===== config.mk =====
export PLATFORM = sky130hd
export DESIGN_NAME = msrp_uri_tokenizer_top_flat
export DESIGN_NICKNAME = d
export VERILOG_FILES = /design/src/rtl/mut_pkg.sv /design/src/rtl/mut_if.sv /design/src/rtl/msrp_uri_tokenizer_top.sv /design/src/flat_wrapper.sv
export SDC_FILE = /design/constraint.sdc
export NUM_CORES = 1
export LEC_CHECK = 0
export ABC_AREA = 1
export BUFFER_PORTS_ARGS = -buffer_cell sky130_fd_sc_hd__buf_2
export CORE_MARGIN = 3
export CORE_UTILIZATION = 61
export CTS_CLUSTER_DIAMETER = 120
export DETAILED_ROUTE_END_ITERATION = 16
export HOLD_SLACK_MARGIN = 0.08
export PLACE_DENSITY = 0.89
export SLEW_MARGIN = 40
export SYNTH_ARGS = -nofsm -noshare
export SYNTH_HDL_FRONTEND = slang
export SYNTH_SLANG_ARGS = --single-unit
export TNS_END_PERCENT = 1

===== constraint.sdc =====
create_clock -name clock -period 4.85 [get_ports clock]
set_input_delay 0.97 -clock clock [delete_from_list [all_inputs] [get_ports clock]]
set_output_delay 0.97 -clock clock [all_outputs]
set_load 0.05 [all_outputs]

===== src/rtl/mut_pkg.sv =====
// shared constants, types and helpers of the msrp uri tokenizer
package mut_pkg;

   localparam int MAX_BUFFER_LEN = 65536;
   localparam int POS_W          = $clog2(MAX_BUFFER_LEN);

   localparam int CHAR_W  = 8;
   localparam int KIND_W  = 3;
   localparam int FIELD_W = 16;
   localparam int ACC_W   = FIELD_W + 4;

   localparam logic [CHAR_W-1:0] SEP_SPACE = 8'h20;
   localparam logic [CHAR_W-1:0] SEP_COLON = 8'h3A;
   localparam logic [CHAR_W-1:0] SEP_SLASH = 8'h2F;
   localparam logic [CHAR_W-1:0] SEP_AT    = 8'h40;
   localparam logic [CHAR_W-1:0] SEP_SEMI  = 8'h3B;
   localparam logic [CHAR_W-1:0] DIGIT_0   = 8'h30;
   localparam logic [CHAR_W-1:0] DIGIT_9   = 8'h39;

   localparam logic [FIELD_W-1:0] FIELD_MAX = '1;

   typedef enum logic [KIND_W-1:0] {
      KIND_NONE      = 3'd0,
      KIND_SCHEME    = 3'd1,
      KIND_USERINFO  = 3'd2,
      KIND_HOST      = 3'd3,
      KIND_PORT      = 3'd4,
      KIND_SESSION   = 3'd5,
      KIND_TRANSPORT = 3'd6
   } kind_type;

   function automatic logic is_separator(input logic [CHAR_W-1:0] c);
      return c inside {SEP_SPACE, SEP_COLON, SEP_SLASH, SEP_AT, SEP_SEMI};
   endfunction

   function automatic logic is_digit(input logic [CHAR_W-1:0] c);
      return c inside {[DIGIT_0:DIGIT_9]};
   endfunction

endpackage


===== src/rtl/mut_if.sv =====
// request and response channel interfaces of the msrp uri tokenizer
interface mut_req_if;
   logic                       valid;
   logic                       ready;
   logic [mut_pkg::CHAR_W-1:0] char_byte;
   logic                       last_byte;

   modport source (output valid, output char_byte, output last_byte, input ready);
   modport sink   (input valid, input char_byte, input last_byte, output ready);
endinterface

interface mut_rsp_if;
   logic                        valid;
   logic                        ready;
   logic [mut_pkg::KIND_W-1:0]  field_kind;
   logic [mut_pkg::FIELD_W-1:0] token_start;
   logic [mut_pkg::FIELD_W-1:0] token_length;
   logic [mut_pkg::FIELD_W-1:0] port_value;
   logic                        uri_done;
   logic                        list_done;
   logic                        parse_error;

   modport source (output valid, output field_kind, output token_start,
                   output token_length, output port_value, output uri_done,
                   output list_done, output parse_error, input ready);
   modport sink   (input valid, input field_kind, input token_start,
                   input token_length, input port_value, input uri_done,
                   input list_done, input parse_error, output ready);
endinterface


===== src/rtl/msrp_uri_tokenizer_top.sv =====
// msrp uri list tokenizer: one byte per request, one token report when a token ends
//
// One byte is taken every clock cycle while the response side keeps up. Each byte
// passes an input register and then a single state update that writes the response
// register, where the report for the byte that ends a token is held. The rate is
// set by the per-byte parser state update, which must see the previous byte's result
// before the next. A response is given only when a token ends or on the byte flagged
// as last; bytes inside a token or separator runs give none. After the last byte all
// parser state returns to its reset values, ready for the next buffer.
// Offsets wrap modulo MAX_BUFFER_LEN; lengths and port values saturate at 65535.
module msrp_uri_tokenizer_top (
   input logic      clock,
   input logic      reset,
   mut_req_if.sink  req_bus,
   mut_rsp_if.source rsp_bus
);
   import mut_pkg::*;

   typedef enum logic [2:0] {
      ST_SCHEME    = 3'd0,
      ST_USER_HOST = 3'd1,
      ST_HOST      = 3'd2,
      ST_PORT      = 3'd3,
      ST_SESSION   = 3'd4,
      ST_TRANSPORT = 3'd5
   } stage_type;

   localparam int LEN_W = POS_W + 1;

   // input register
   logic              in_valid_ff;
   logic [CHAR_W-1:0] in_char_ff;
   logic              in_last_ff;

   // parser state
   stage_type          stage_ff, stage_in;
   logic [POS_W-1:0]   pos_ff, pos_in;
   logic [POS_W-1:0]   start_ff, start_in;
   logic               inside_ff, inside_in;
   logic [FIELD_W-1:0] acc_ff, acc_in;
   logic               open_ff, open_in;

   // response register
   logic               rsp_valid_ff;
   kind_type           kind_ff, kind_in;
   logic [FIELD_W-1:0] tstart_ff, tstart_in;
   logic [FIELD_W-1:0] tlen_ff, tlen_in;
   logic [FIELD_W-1:0] pval_ff, pval_in;
   logic               udone_ff, udone_in;
   logic               ldone_ff, ldone_in;
   logic               err_ff, err_in;
   logic               emit_in;

   logic out_free, proc_fire, req_fire;
   logic sep, tok_end;
   logic [FIELD_W-1:0] acc_base;
   logic               open_base;
   logic [ACC_W-1:0]   acc_wide;
   logic [LEN_W-1:0]   diff;
   logic [FIELD_W:0]   len_full;

   assign out_free  = !rsp_valid_ff || rsp_bus.ready;
   assign proc_fire = in_valid_ff && out_free;
   assign req_bus.ready = !in_valid_ff || out_free;
   assign req_fire  = req_bus.valid && req_bus.ready;

   always_comb begin
      sep       = is_separator(in_char_ff);
      start_in  = start_ff;
      inside_in = inside_ff;
      stage_in  = stage_ff;
      acc_base  = inside_ff ? acc_ff : '0;
      open_base = inside_ff ? open_ff : 1'b1;
      acc_in    = acc_ff;
      open_in   = open_ff;
      acc_wide  = '0;
      kind_in   = KIND_NONE;
      tstart_in = '0;
      tlen_in   = '0;
      pval_in   = '0;
      udone_in  = 1'b0;
      ldone_in  = 1'b0;
      err_in    = 1'b0;
      emit_in   = 1'b0;

      if (!sep) begin
         if (!inside_ff) begin
            inside_in = 1'b1;
            start_in  = pos_ff;
         end
         acc_in  = acc_base;
         open_in = open_base;
         if (open_base) begin
            if (is_digit(in_char_ff)) begin
               acc_wide = ({acc_base, 3'b000} + {2'b00, acc_base, 1'b0})
                        + ACC_W'(in_char_ff - DIGIT_0);
               acc_in   = (acc_wide > ACC_W'(FIELD_MAX)) ? FIELD_MAX
                                                         : acc_wide[FIELD_W-1:0];
            end else begin
               open_in = 1'b0;
            end
         end
      end

      // token started earlier or on this very byte
      tok_end = inside_in && (sep || in_last_ff);
      if (pos_ff >= start_in) diff = LEN_W'(pos_ff) - LEN_W'(start_in);
      else diff = LEN_W'(pos_ff) + LEN_W'(MAX_BUFFER_LEN) - LEN_W'(start_in);
      len_full = (FIELD_W + 1)'(diff) + (FIELD_W + 1)'(!sep);

      if (tok_end) begin
         tlen_in   = (len_full > (FIELD_W + 1)'(FIELD_MAX)) ? FIELD_MAX
                                                           : len_full[FIELD_W-1:0];
         tstart_in = FIELD_W'(start_in);
         case (stage_ff)
            ST_SCHEME: begin
               kind_in  = KIND_SCHEME;
               stage_in = ST_USER_HOST;
            end
            ST_USER_HOST, ST_HOST: begin
               kind_in = KIND_HOST;
               if (sep && in_char_ff == SEP_AT && stage_ff == ST_USER_HOST) begin
                  kind_in  = KIND_USERINFO;
                  stage_in = ST_HOST;
               end else if (sep && in_char_ff == SEP_COLON) stage_in = ST_PORT;
               else if (sep && in_char_ff == SEP_SLASH) stage_in = ST_SESSION;
               else if (sep && in_char_ff == SEP_SEMI) stage_in = ST_TRANSPORT;
               else stage_in = ST_SCHEME;
            end
            ST_PORT: begin
               kind_in = KIND_PORT;
               pval_in = acc_in;
               if (sep && in_char_ff == SEP_SLASH) stage_in = ST_SESSION;
               else if (sep && in_char_ff == SEP_SEMI) stage_in = ST_TRANSPORT;
               else stage_in = ST_SCHEME;
            end
            ST_SESSION: begin
               kind_in = KIND_SESSION;
               if (sep && in_char_ff == SEP_SEMI) stage_in = ST_TRANSPORT;
               else stage_in = ST_SCHEME;
            end
            default: begin
               kind_in  = KIND_TRANSPORT;
               stage_in = ST_SCHEME;
            end
         endcase
         udone_in  = (stage_in == ST_SCHEME);
         inside_in = 1'b0;
         emit_in   = 1'b1;
      end

      if (in_last_ff) begin
         emit_in   = 1'b1;
         ldone_in  = 1'b1;
         err_in    = (stage_in != ST_SCHEME);
         stage_in  = ST_SCHEME;
         pos_in    = '0;
         start_in  = '0;
         inside_in = 1'b0;
         acc_in    = '0;
         open_in   = 1'b1;
      end else begin
         pos_in = (pos_ff == POS_W'(MAX_BUFFER_LEN - 1)) ? '0 : pos_ff + 1'b1;
      end
   end

   always_ff @(posedge clock) begin
      if (reset) begin
         in_valid_ff  <= 1'b0;
         rsp_valid_ff <= 1'b0;
         stage_ff     <= ST_SCHEME;
         pos_ff       <= '0;
         start_ff     <= '0;
         inside_ff    <= 1'b0;
         acc_ff       <= '0;
         open_ff      <= 1'b1;
      end else begin
         if (req_fire) begin
            in_valid_ff <= 1'b1;
            in_char_ff  <= req_bus.char_byte;
            in_last_ff  <= req_bus.last_byte;
         end else if (proc_fire) begin
            in_valid_ff <= 1'b0;
         end

         if (proc_fire) begin
            rsp_valid_ff <= emit_in;
            stage_ff     <= stage_in;
            pos_ff       <= pos_in;
            start_ff     <= start_in;
            inside_ff    <= inside_in;
            acc_ff       <= acc_in;
            open_ff      <= open_in;
            kind_ff      <= kind_in;
            tstart_ff    <= tstart_in;
            tlen_ff      <= tlen_in;
            pval_ff      <= pval_in;
            udone_ff     <= udone_in;
            ldone_ff     <= ldone_in;
            err_ff       <= err_in;
         end else if (rsp_bus.ready) begin
            rsp_valid_ff <= 1'b0;
         end
      end
   end

   assign rsp_bus.valid        = rsp_valid_ff;
   assign rsp_bus.field_kind   = kind_ff;
   assign rsp_bus.token_start  = tstart_ff;
   assign rsp_bus.token_length = tlen_ff;
   assign rsp_bus.port_value   = pval_ff;
   assign rsp_bus.uri_done     = udone_ff;
   assign rsp_bus.list_done    = ldone_ff;
   assign rsp_bus.parse_error  = err_ff;

`ifndef SYNTH
   // state is back at reset values once the last byte has gone through
   a_last_clears: assert property (@(posedge clock) disable iff (reset)
      proc_fire && in_last_ff |=> pos_ff == '0 && !inside_ff && stage_ff == ST_SCHEME)
      else $error("parser state not cleared after last byte");

   // an empty report only ever closes the buffer
   a_none_only_at_end: assert property (@(posedge clock) disable iff (reset)
      rsp_valid_ff && kind_ff == KIND_NONE |-> ldone_ff)
      else $error("empty report without list_done");

   a_error_at_end: assert property (@(posedge clock) disable iff (reset)
      rsp_valid_ff && err_ff |-> ldone_ff && !udone_ff)
      else $error("parse_error outside the end of buffer");

   a_port_only: assert property (@(posedge clock) disable iff (reset)
      rsp_valid_ff && kind_ff != KIND_PORT |-> pval_ff == '0)
      else $error("port value on a non-port token");

   // a held request in the input stage keeps its byte while responses stall
   a_hold_input: assert property (@(posedge clock) disable iff (reset)
      in_valid_ff && !out_free |=> in_valid_ff && $stable(in_char_ff)
                                   && $stable(in_last_ff))
      else $error("input stage lost a stalled byte");
`endif

endmodule

===== src/flat_wrapper.sv =====
// flat-port wrapper written by rule: the top's interface ports become plain ports
module msrp_uri_tokenizer_top_flat import mut_pkg::*;
  (clock, reset, req_bus_valid, req_bus_char_byte, req_bus_last_byte, req_bus_ready, rsp_bus_valid, rsp_bus_field_kind, rsp_bus_token_start, rsp_bus_token_length, rsp_bus_port_value, rsp_bus_uri_done, rsp_bus_list_done, rsp_bus_parse_error, rsp_bus_ready);
  mut_req_if req_bus_i ();
  mut_rsp_if rsp_bus_i ();
  input logic clock;
  input logic reset;
  input wire logic [$bits(req_bus_i.valid)-1:0] req_bus_valid;
  input wire logic [$bits(req_bus_i.char_byte)-1:0] req_bus_char_byte;
  input wire logic [$bits(req_bus_i.last_byte)-1:0] req_bus_last_byte;
  output wire logic [$bits(req_bus_i.ready)-1:0] req_bus_ready;
  output wire logic [$bits(rsp_bus_i.valid)-1:0] rsp_bus_valid;
  output wire logic [$bits(rsp_bus_i.field_kind)-1:0] rsp_bus_field_kind;
  output wire logic [$bits(rsp_bus_i.token_start)-1:0] rsp_bus_token_start;
  output wire logic [$bits(rsp_bus_i.token_length)-1:0] rsp_bus_token_length;
  output wire logic [$bits(rsp_bus_i.port_value)-1:0] rsp_bus_port_value;
  output wire logic [$bits(rsp_bus_i.uri_done)-1:0] rsp_bus_uri_done;
  output wire logic [$bits(rsp_bus_i.list_done)-1:0] rsp_bus_list_done;
  output wire logic [$bits(rsp_bus_i.parse_error)-1:0] rsp_bus_parse_error;
  input wire logic [$bits(rsp_bus_i.ready)-1:0] rsp_bus_ready;
  assign req_bus_i.valid = req_bus_valid;
  assign req_bus_i.char_byte = req_bus_char_byte;
  assign req_bus_i.last_byte = req_bus_last_byte;
  assign req_bus_ready = req_bus_i.ready;
  assign rsp_bus_valid = rsp_bus_i.valid;
  assign rsp_bus_field_kind = rsp_bus_i.field_kind;
  assign rsp_bus_token_start = rsp_bus_i.token_start;
  assign rsp_bus_token_length = rsp_bus_i.token_length;
  assign rsp_bus_port_value = rsp_bus_i.port_value;
  assign rsp_bus_uri_done = rsp_bus_i.uri_done;
  assign rsp_bus_list_done = rsp_bus_i.list_done;
  assign rsp_bus_parse_error = rsp_bus_i.parse_error;
  assign rsp_bus_i.ready = rsp_bus_ready;
  msrp_uri_tokenizer_top u_core (.clock(clock), .reset(reset), .req_bus(req_bus_i), .rsp_bus(rsp_bus_i));
endmodule

* After elaboration in Yosys (flattened, before gate mapping)
Cells that the tools add are included.
Widths: inputs -> output; s select.
** Word-level totals
- Register bits :: 118
- Bits of input ports :: 13
- Output and inout port bits :: 56
- Word-level logic and storage cells :: 106
** Operators by class
- $add $sub $neg :: 8
- Order comparisons :: 5
- Equality and inequality tests :: 11
- Mux-type cells :: 38
- Bitwise gates (word level) :: 1
- Reduce and logical (&&, ||, !) cells :: 26
** Operator list (count)
- $mux 16 :: 12
- $eq 8x6->1 const B :: 4
- $pmux 3 s4 :: 2
- $mux 3 :: 7
- $add 19x17->20 :: 1
- $add 20x20->20 :: 1
- $gt 20x16->1 const B :: 1
- $add 16x17->17 const B :: 1
- $add 17x1->17 :: 1
- $gt 17x16->1 const B :: 1
- $mux 17 :: 1
- $sub 16x16->17 :: 1
- $sub 17x16->17 :: 1
- $add 16x1->16 const B :: 1
- $eq 16x16->1 const B :: 1
- $ge 16x16->1 :: 1
- $mux 1 :: 16
- $logic_and 1x1->1 :: 9
- $sub 8x6->9 const B :: 1
- $eq 8x7->1 const B :: 1
- $ge 8x6->1 const B :: 1
- $le 8x6->1 const B :: 1
- $reduce_and 2->1 :: 4
- $eq 3x2->1 const B :: 2
- other kinds (11) :: 17

* Longest topological paths before layout
- Depth after elaboration :: 11
- Depth in mapped cells :: 29
- Depth with buffers taken out :: 28

* Worst setup path after synthesis
No wires, ideal clock.
- Path kind :: in2reg
- Start :: input port rsp_bus_ready
- End :: register u_core.pos_ff[9]
- Library setup time :: 0.064 ns
- Data arrival time :: 4.429 ns
- Data required time :: 4.786 ns
- Setup slack :: 0.357 ns
- Stages on the path :: 8
- Path buffers :: 0
- Cell sequence :: inv_1 > nand2_1 > nand2_1 > nor2_1 > inv_1 > o32ai_1 > nand2_1 > nor2_1
** Between the ends
- Longest elaborated chain between the ends :: 2
** RTL lines
- from (decl) :: line flat_wrapper.sv:20 : input wire logic [$bits(rsp_bus_i.ready)-1:0] rsp_bus_ready;
- $logic_or 1x1->1 :: line msrp_uri_tokenizer_top.sv:62 : assign out_free = !rsp_valid_ff || rsp_bus.ready;
- $logic_and 1x1->1 :: line msrp_uri_tokenizer_top.sv:63 : assign proc_fire = in_valid_ff && out_free;
- to (signal assigned) :: line msrp_uri_tokenizer_top.sv:189 : pos_ff <= pos_in;
- to (decl) :: line msrp_uri_tokenizer_top.sv:37 : logic [POS_W-1:0] pos_ff, pos_in;
Every way passes these cells.
A chain may end at the register's enable or synchronous reset.

* Worst setup path after layout
- Start :: register u_core.in_char_ff[4]
- End :: register u_core.tlen_ff[0] (netlist: u_core.rsp_bus.token_length[0]), data pin
** Between the ends
- Longest elaborated chain between the ends :: 8
- Elaborated cells between the ends (all ways) :: 18
- Those cells by class :: add/sub (3); order compare (2); eq/ne (5); mux (4); reduce/logical (4)
** RTL lines
- from (decl) :: line msrp_uri_tokenizer_top.sv:32 : logic [CHAR_W-1:0] in_char_ff;
- from (signal assigned) :: line msrp_uri_tokenizer_top.sv:180 : in_char_ff <= req_bus.char_byte;
- $eq 8x6->1 or $eq 8x7->1 (tied branches) :: line mut_pkg.sv:33 : return c inside {SEP_SPACE, SEP_COLON, SEP_SLASH, SEP_AT, SEP_SEMI};
- $reduce_bool 5->1 * :: line mut_pkg.sv:33
- $mux 16 :: line msrp_uri_tokenizer_top.sv:86 : if (!sep) begin
- $sub 17x16->17 (tied with other cells) :: line msrp_uri_tokenizer_top.sv:108 : else diff = LEN_W'(pos_ff) + LEN_W'(MAX_BUFFER_LEN) - LEN_W'(start_in);
- $mux 17 :: line msrp_uri_tokenizer_top.sv:107 : if (pos_ff >= start_in) diff = LEN_W'(pos_ff) - LEN_W'(start_in);
- $add 17x1->17 :: line msrp_uri_tokenizer_top.sv:109 : len_full = (FIELD_W + 1)'(diff) + (FIELD_W + 1)'(!sep);
- $gt 17x16->1 :: line msrp_uri_tokenizer_top.sv:112 : tlen_in = (len_full > (FIELD_W + 1)'(FIELD_MAX)) ? FIELD_MAX
- $mux 16 :: line msrp_uri_tokenizer_top.sv:112
- to (signal assigned) :: line msrp_uri_tokenizer_top.sv:196 : tlen_ff <= tlen_in;
- to (decl) :: line msrp_uri_tokenizer_top.sv:47 : logic [FIELD_W-1:0] tlen_ff, tlen_in;
Mark *: on every way between the ends. The rest lies on a longest branch, timed or not.

==> summary.txt <==
Timing
  – Setup TNS Final: 0 ps
  – Final Skew: 9.82 ps
  – Setup repair after global routing missed its margin: true
  – Final Worst Setup Slack: 244 ps
  – Worst max-slew margin expressed relative to the limit: 49.7%
  – Actual transition at the worst max-transition pin: 754 ps
  – Number of max-slew violations in the final report: 0
  – Peak Freq: 217 MHz
  – Endpoints failing hold: 0
  – Post-route fraction of the period consumed by the critical path: 95.0%
  – Finish-stage setup viols: 0
  – Minimum clock period: 4610 ps

Global route
  – Antenna violations before repair: 0
  – Total global-route track usage: 28.1%
  – Final global-route overflow total: 0
  – Via count of the first global-routing pass: 7,127
  – Largest net degree at the start of global routing: 47
  – Wire length of the first global-routing pass: 33,400 um

Die
  – Die area: 14,800 um2
  – I/O pin total: 69
  – Floorplan Core Area: 12,900 um2
  – Initial Util: 63.5%
  – Standard-cell rows: 41
  – Chip Width: 122 um
  – Die boundary height: 122 um

Drt
  – Initial DRC Count: 768
  – Detailed-routing iteration count for the pre-antenna-repair pass: 5
  – Number of vias per cell: 5.69
  – Routed wire per std cell: 15.0 um
  – # DRC: 0
  – Total wirelength of the detailed-routed design: 20,200 um
  – Via count of the routed design: 7,672
  – Antenna-violating nets left: 0

Setup path
  – Setup crit end kind: register
  – Data arrival time at the worst-slack endpoint: 4740 ps
  – Req. time, crit path: 4980 ps
  – Maximum fanout along the worst path: 16
  – Worst R2R Path Depth: 23
  – Class of the most critical setup path: reg -> reg
  – Kind of start point of the critical path: register

Cells and area
  – Number of filler cells placed in the layout: 1,015
  – Antenna diode instance count: 0
  – Layout net count: 1,234
  – Share of final-layout standard cells stronger than drive strength 1: 14.8%
  – Final Core Density: 71.8%
  – Signed area change from the synthesized netlist to the final layout: 13.2%
  – Post-route cell area: 9250 um2

Clock tree
  – CTS hold repair buffers: 0
  – CTS HTree Levels: 4
  – CTS tree: built
  – Clock sink total: 118
  – Root buffer cell: clkbuf_16
  – Skew-Pair Late Insertion Delay: 430 ps
  – Total setup buffers inserted after CTS: 0
  – CTS clk-pin slew, worst paths: 60 ps
  – Post-CTS resize count: 0
  – Cts bufs inserted: 17
  – Number of buffers on the longest clock path: 2

Placed design
  – Post-detailed-placement half-perimeter wirelength: 14,400 um
  – Place WS: 355 ps
  – Final RePlAce weighted congestion: 1.01
  – Placed cell areas: 8680 um2
  – IO buf count: 68

Logic synthesis
  – Post-synth ARST share: 0%
  – Number of enable-type register cells in the synthesized netlist: 63
  – Netlist cell types: 50
  – Area leader, netlist: edfxtp_1
  – Top-area cell type share of the netlist area: 23.2%
  – Share of synthesized area occupied by flip-flops and latches: 36.6%
  – Number of standard cells after synthesis: 1,094
  – Cell types occupying the most area after synthesis: edfxtp_1 23%, dfxtp_1 13%, nand2_1 13%
  – Mapped cell area: 8170 um2
  – Post-Syn Nets: 1,165
  – Top FF cell, synth: edfxtp_1
  – Ys Warns: 0
  – Average instance area after synthesis: 7.47 um2
  – Most frequent cell after synthesis: nand2_1
  – Seq cells post-synth: 118
  – List of most frequent post-synthesis cells: 283 x nand2_1, 139 x inv_1, 116 x a21oi_1

Power and ir drop
  – Leakage: 4.26 nW
  – Cell Pwr Density: 294 nW/um2
  – Post-route total power: 2.72 mW
  – Peak ir drop on the vdd network: 0.274 mV

Min path
  – Worst hold path stage count: 2
  – Type of the most critical hold path: reg -> reg

Outcome
  – Status: finished clean

Flow run
  – Max Cap Viol: 0
## state kept, by name (all words and copies together), names as in the netlist, 8 cells and up
signal,cells
u_core.acc_ff,16
u_core.in_char_ff,8
u_core.rsp_bus.token_length,16
u_core.start_ff,16
u_core.rsp_bus.port_value,16
u_core.rsp_bus.token_start,16
u_core.pos_ff,16
## routing by layer
layer	share of wire, %	vias to the layer above	global-route usage [%]
met1	44	3558	37.9
met4	2.0	0	9.94
met3	8.3	44	6.59
met2	45	338	44.5
met5	0	-	0
li1	-	3732	-
## cell families after synthesis
group | share of synthesized area, %
flip-flops | 36.6
AND/OR/NAND/NOR | 27.4
multiplexers | 0.490
XOR/XNOR | 3.32
adder cells (fa/ha/maj) | 10.4
buffers and inverters | 8.10
AO/OA/AOI/OAI | 13.8
## power breakdown
part / total [mW] / internal [mW] / switching (mW)
registers: 1.10 / 1.08 / 0.0135
logic: 0.455 / 0.131 / 0.324
clock network: 1.17 / 0.684 / 0.483
total: 2.72 / 1.90 / 0.820
## cell usage in the layout (no fill, tap or decap), types with 5 or more instances in the layout
master and count:
nand2_1 283, inv_1 139, a21oi_1 116, nor2_1 93
buf_2 67, edfxtp_1 63, nand3_1 59, dfxtp_1 54
ha_1 42, o21ai_0 38, xor2_1 20, nor3_1 19
clkbuf_16 18, fa_1 16, nand2_2 15, a21oi_2 11
xnor2_1 11, or2_2 11, buf_4 9, nand4_1 7
inv_2 6, nor2_2 5, a31oi_1 5, nand3_2 5
clkinv_2 5
## final timing paths
kind / start / end / slack (ps)
max reg2reg: u_core.in_char_ff[4] / u_core.rsp_bus.token_length[0] / 240
max: u_core.in_char_ff[4] / u_core.rsp_bus.token_length[0] / 240
min reg2reg: u_core.start_ff[11] / u_core.start_ff[11] / 460
min: u_core.start_ff[11] / u_core.start_ff[11] / 460
## critical path: stages (launching register included)
cell and delay, ps:
edfxtp_1 430, ha_1 280, nand2_2 110, nor2_1 80, a21oi_2 180, nand3_4 190
inv_1 370, o21ai_0 300, inv_1 180, ha_1 160, inv_1 60, fa_1 500
ha_1 180, nand3_1 100, inv_1 60, nand2_1 100, nor2_4 110, nand2_2 70
nor2_4 130, nand3_2 120, nor2_4 130, nand4_2 110, nand2_4 230, a21oi_1 110
## through the flow
step                      cells  hold WS, ps
after floorplan            1094          440
after global placement     1315          450
after detailed placement   1315          453
after CTS                  1347          461
after global routing       1348          488
final                      1348          464
## layout make-up
type / instances / area [um2] / area share [%]
multi-input cells: 803 / 4520 / 48.9
clock inverters: 14 / 101 / 1.10
flip-flops and latches: 118 / 2990 / 32.4
well taps: 172 / 215 / 2.33
inverters: 146 / 548 / 5.92
repair buffers: 77 / 418 / 4.52
clock buffers: 18 / 450 / 4.87
(Power assumes the default switching activity.)
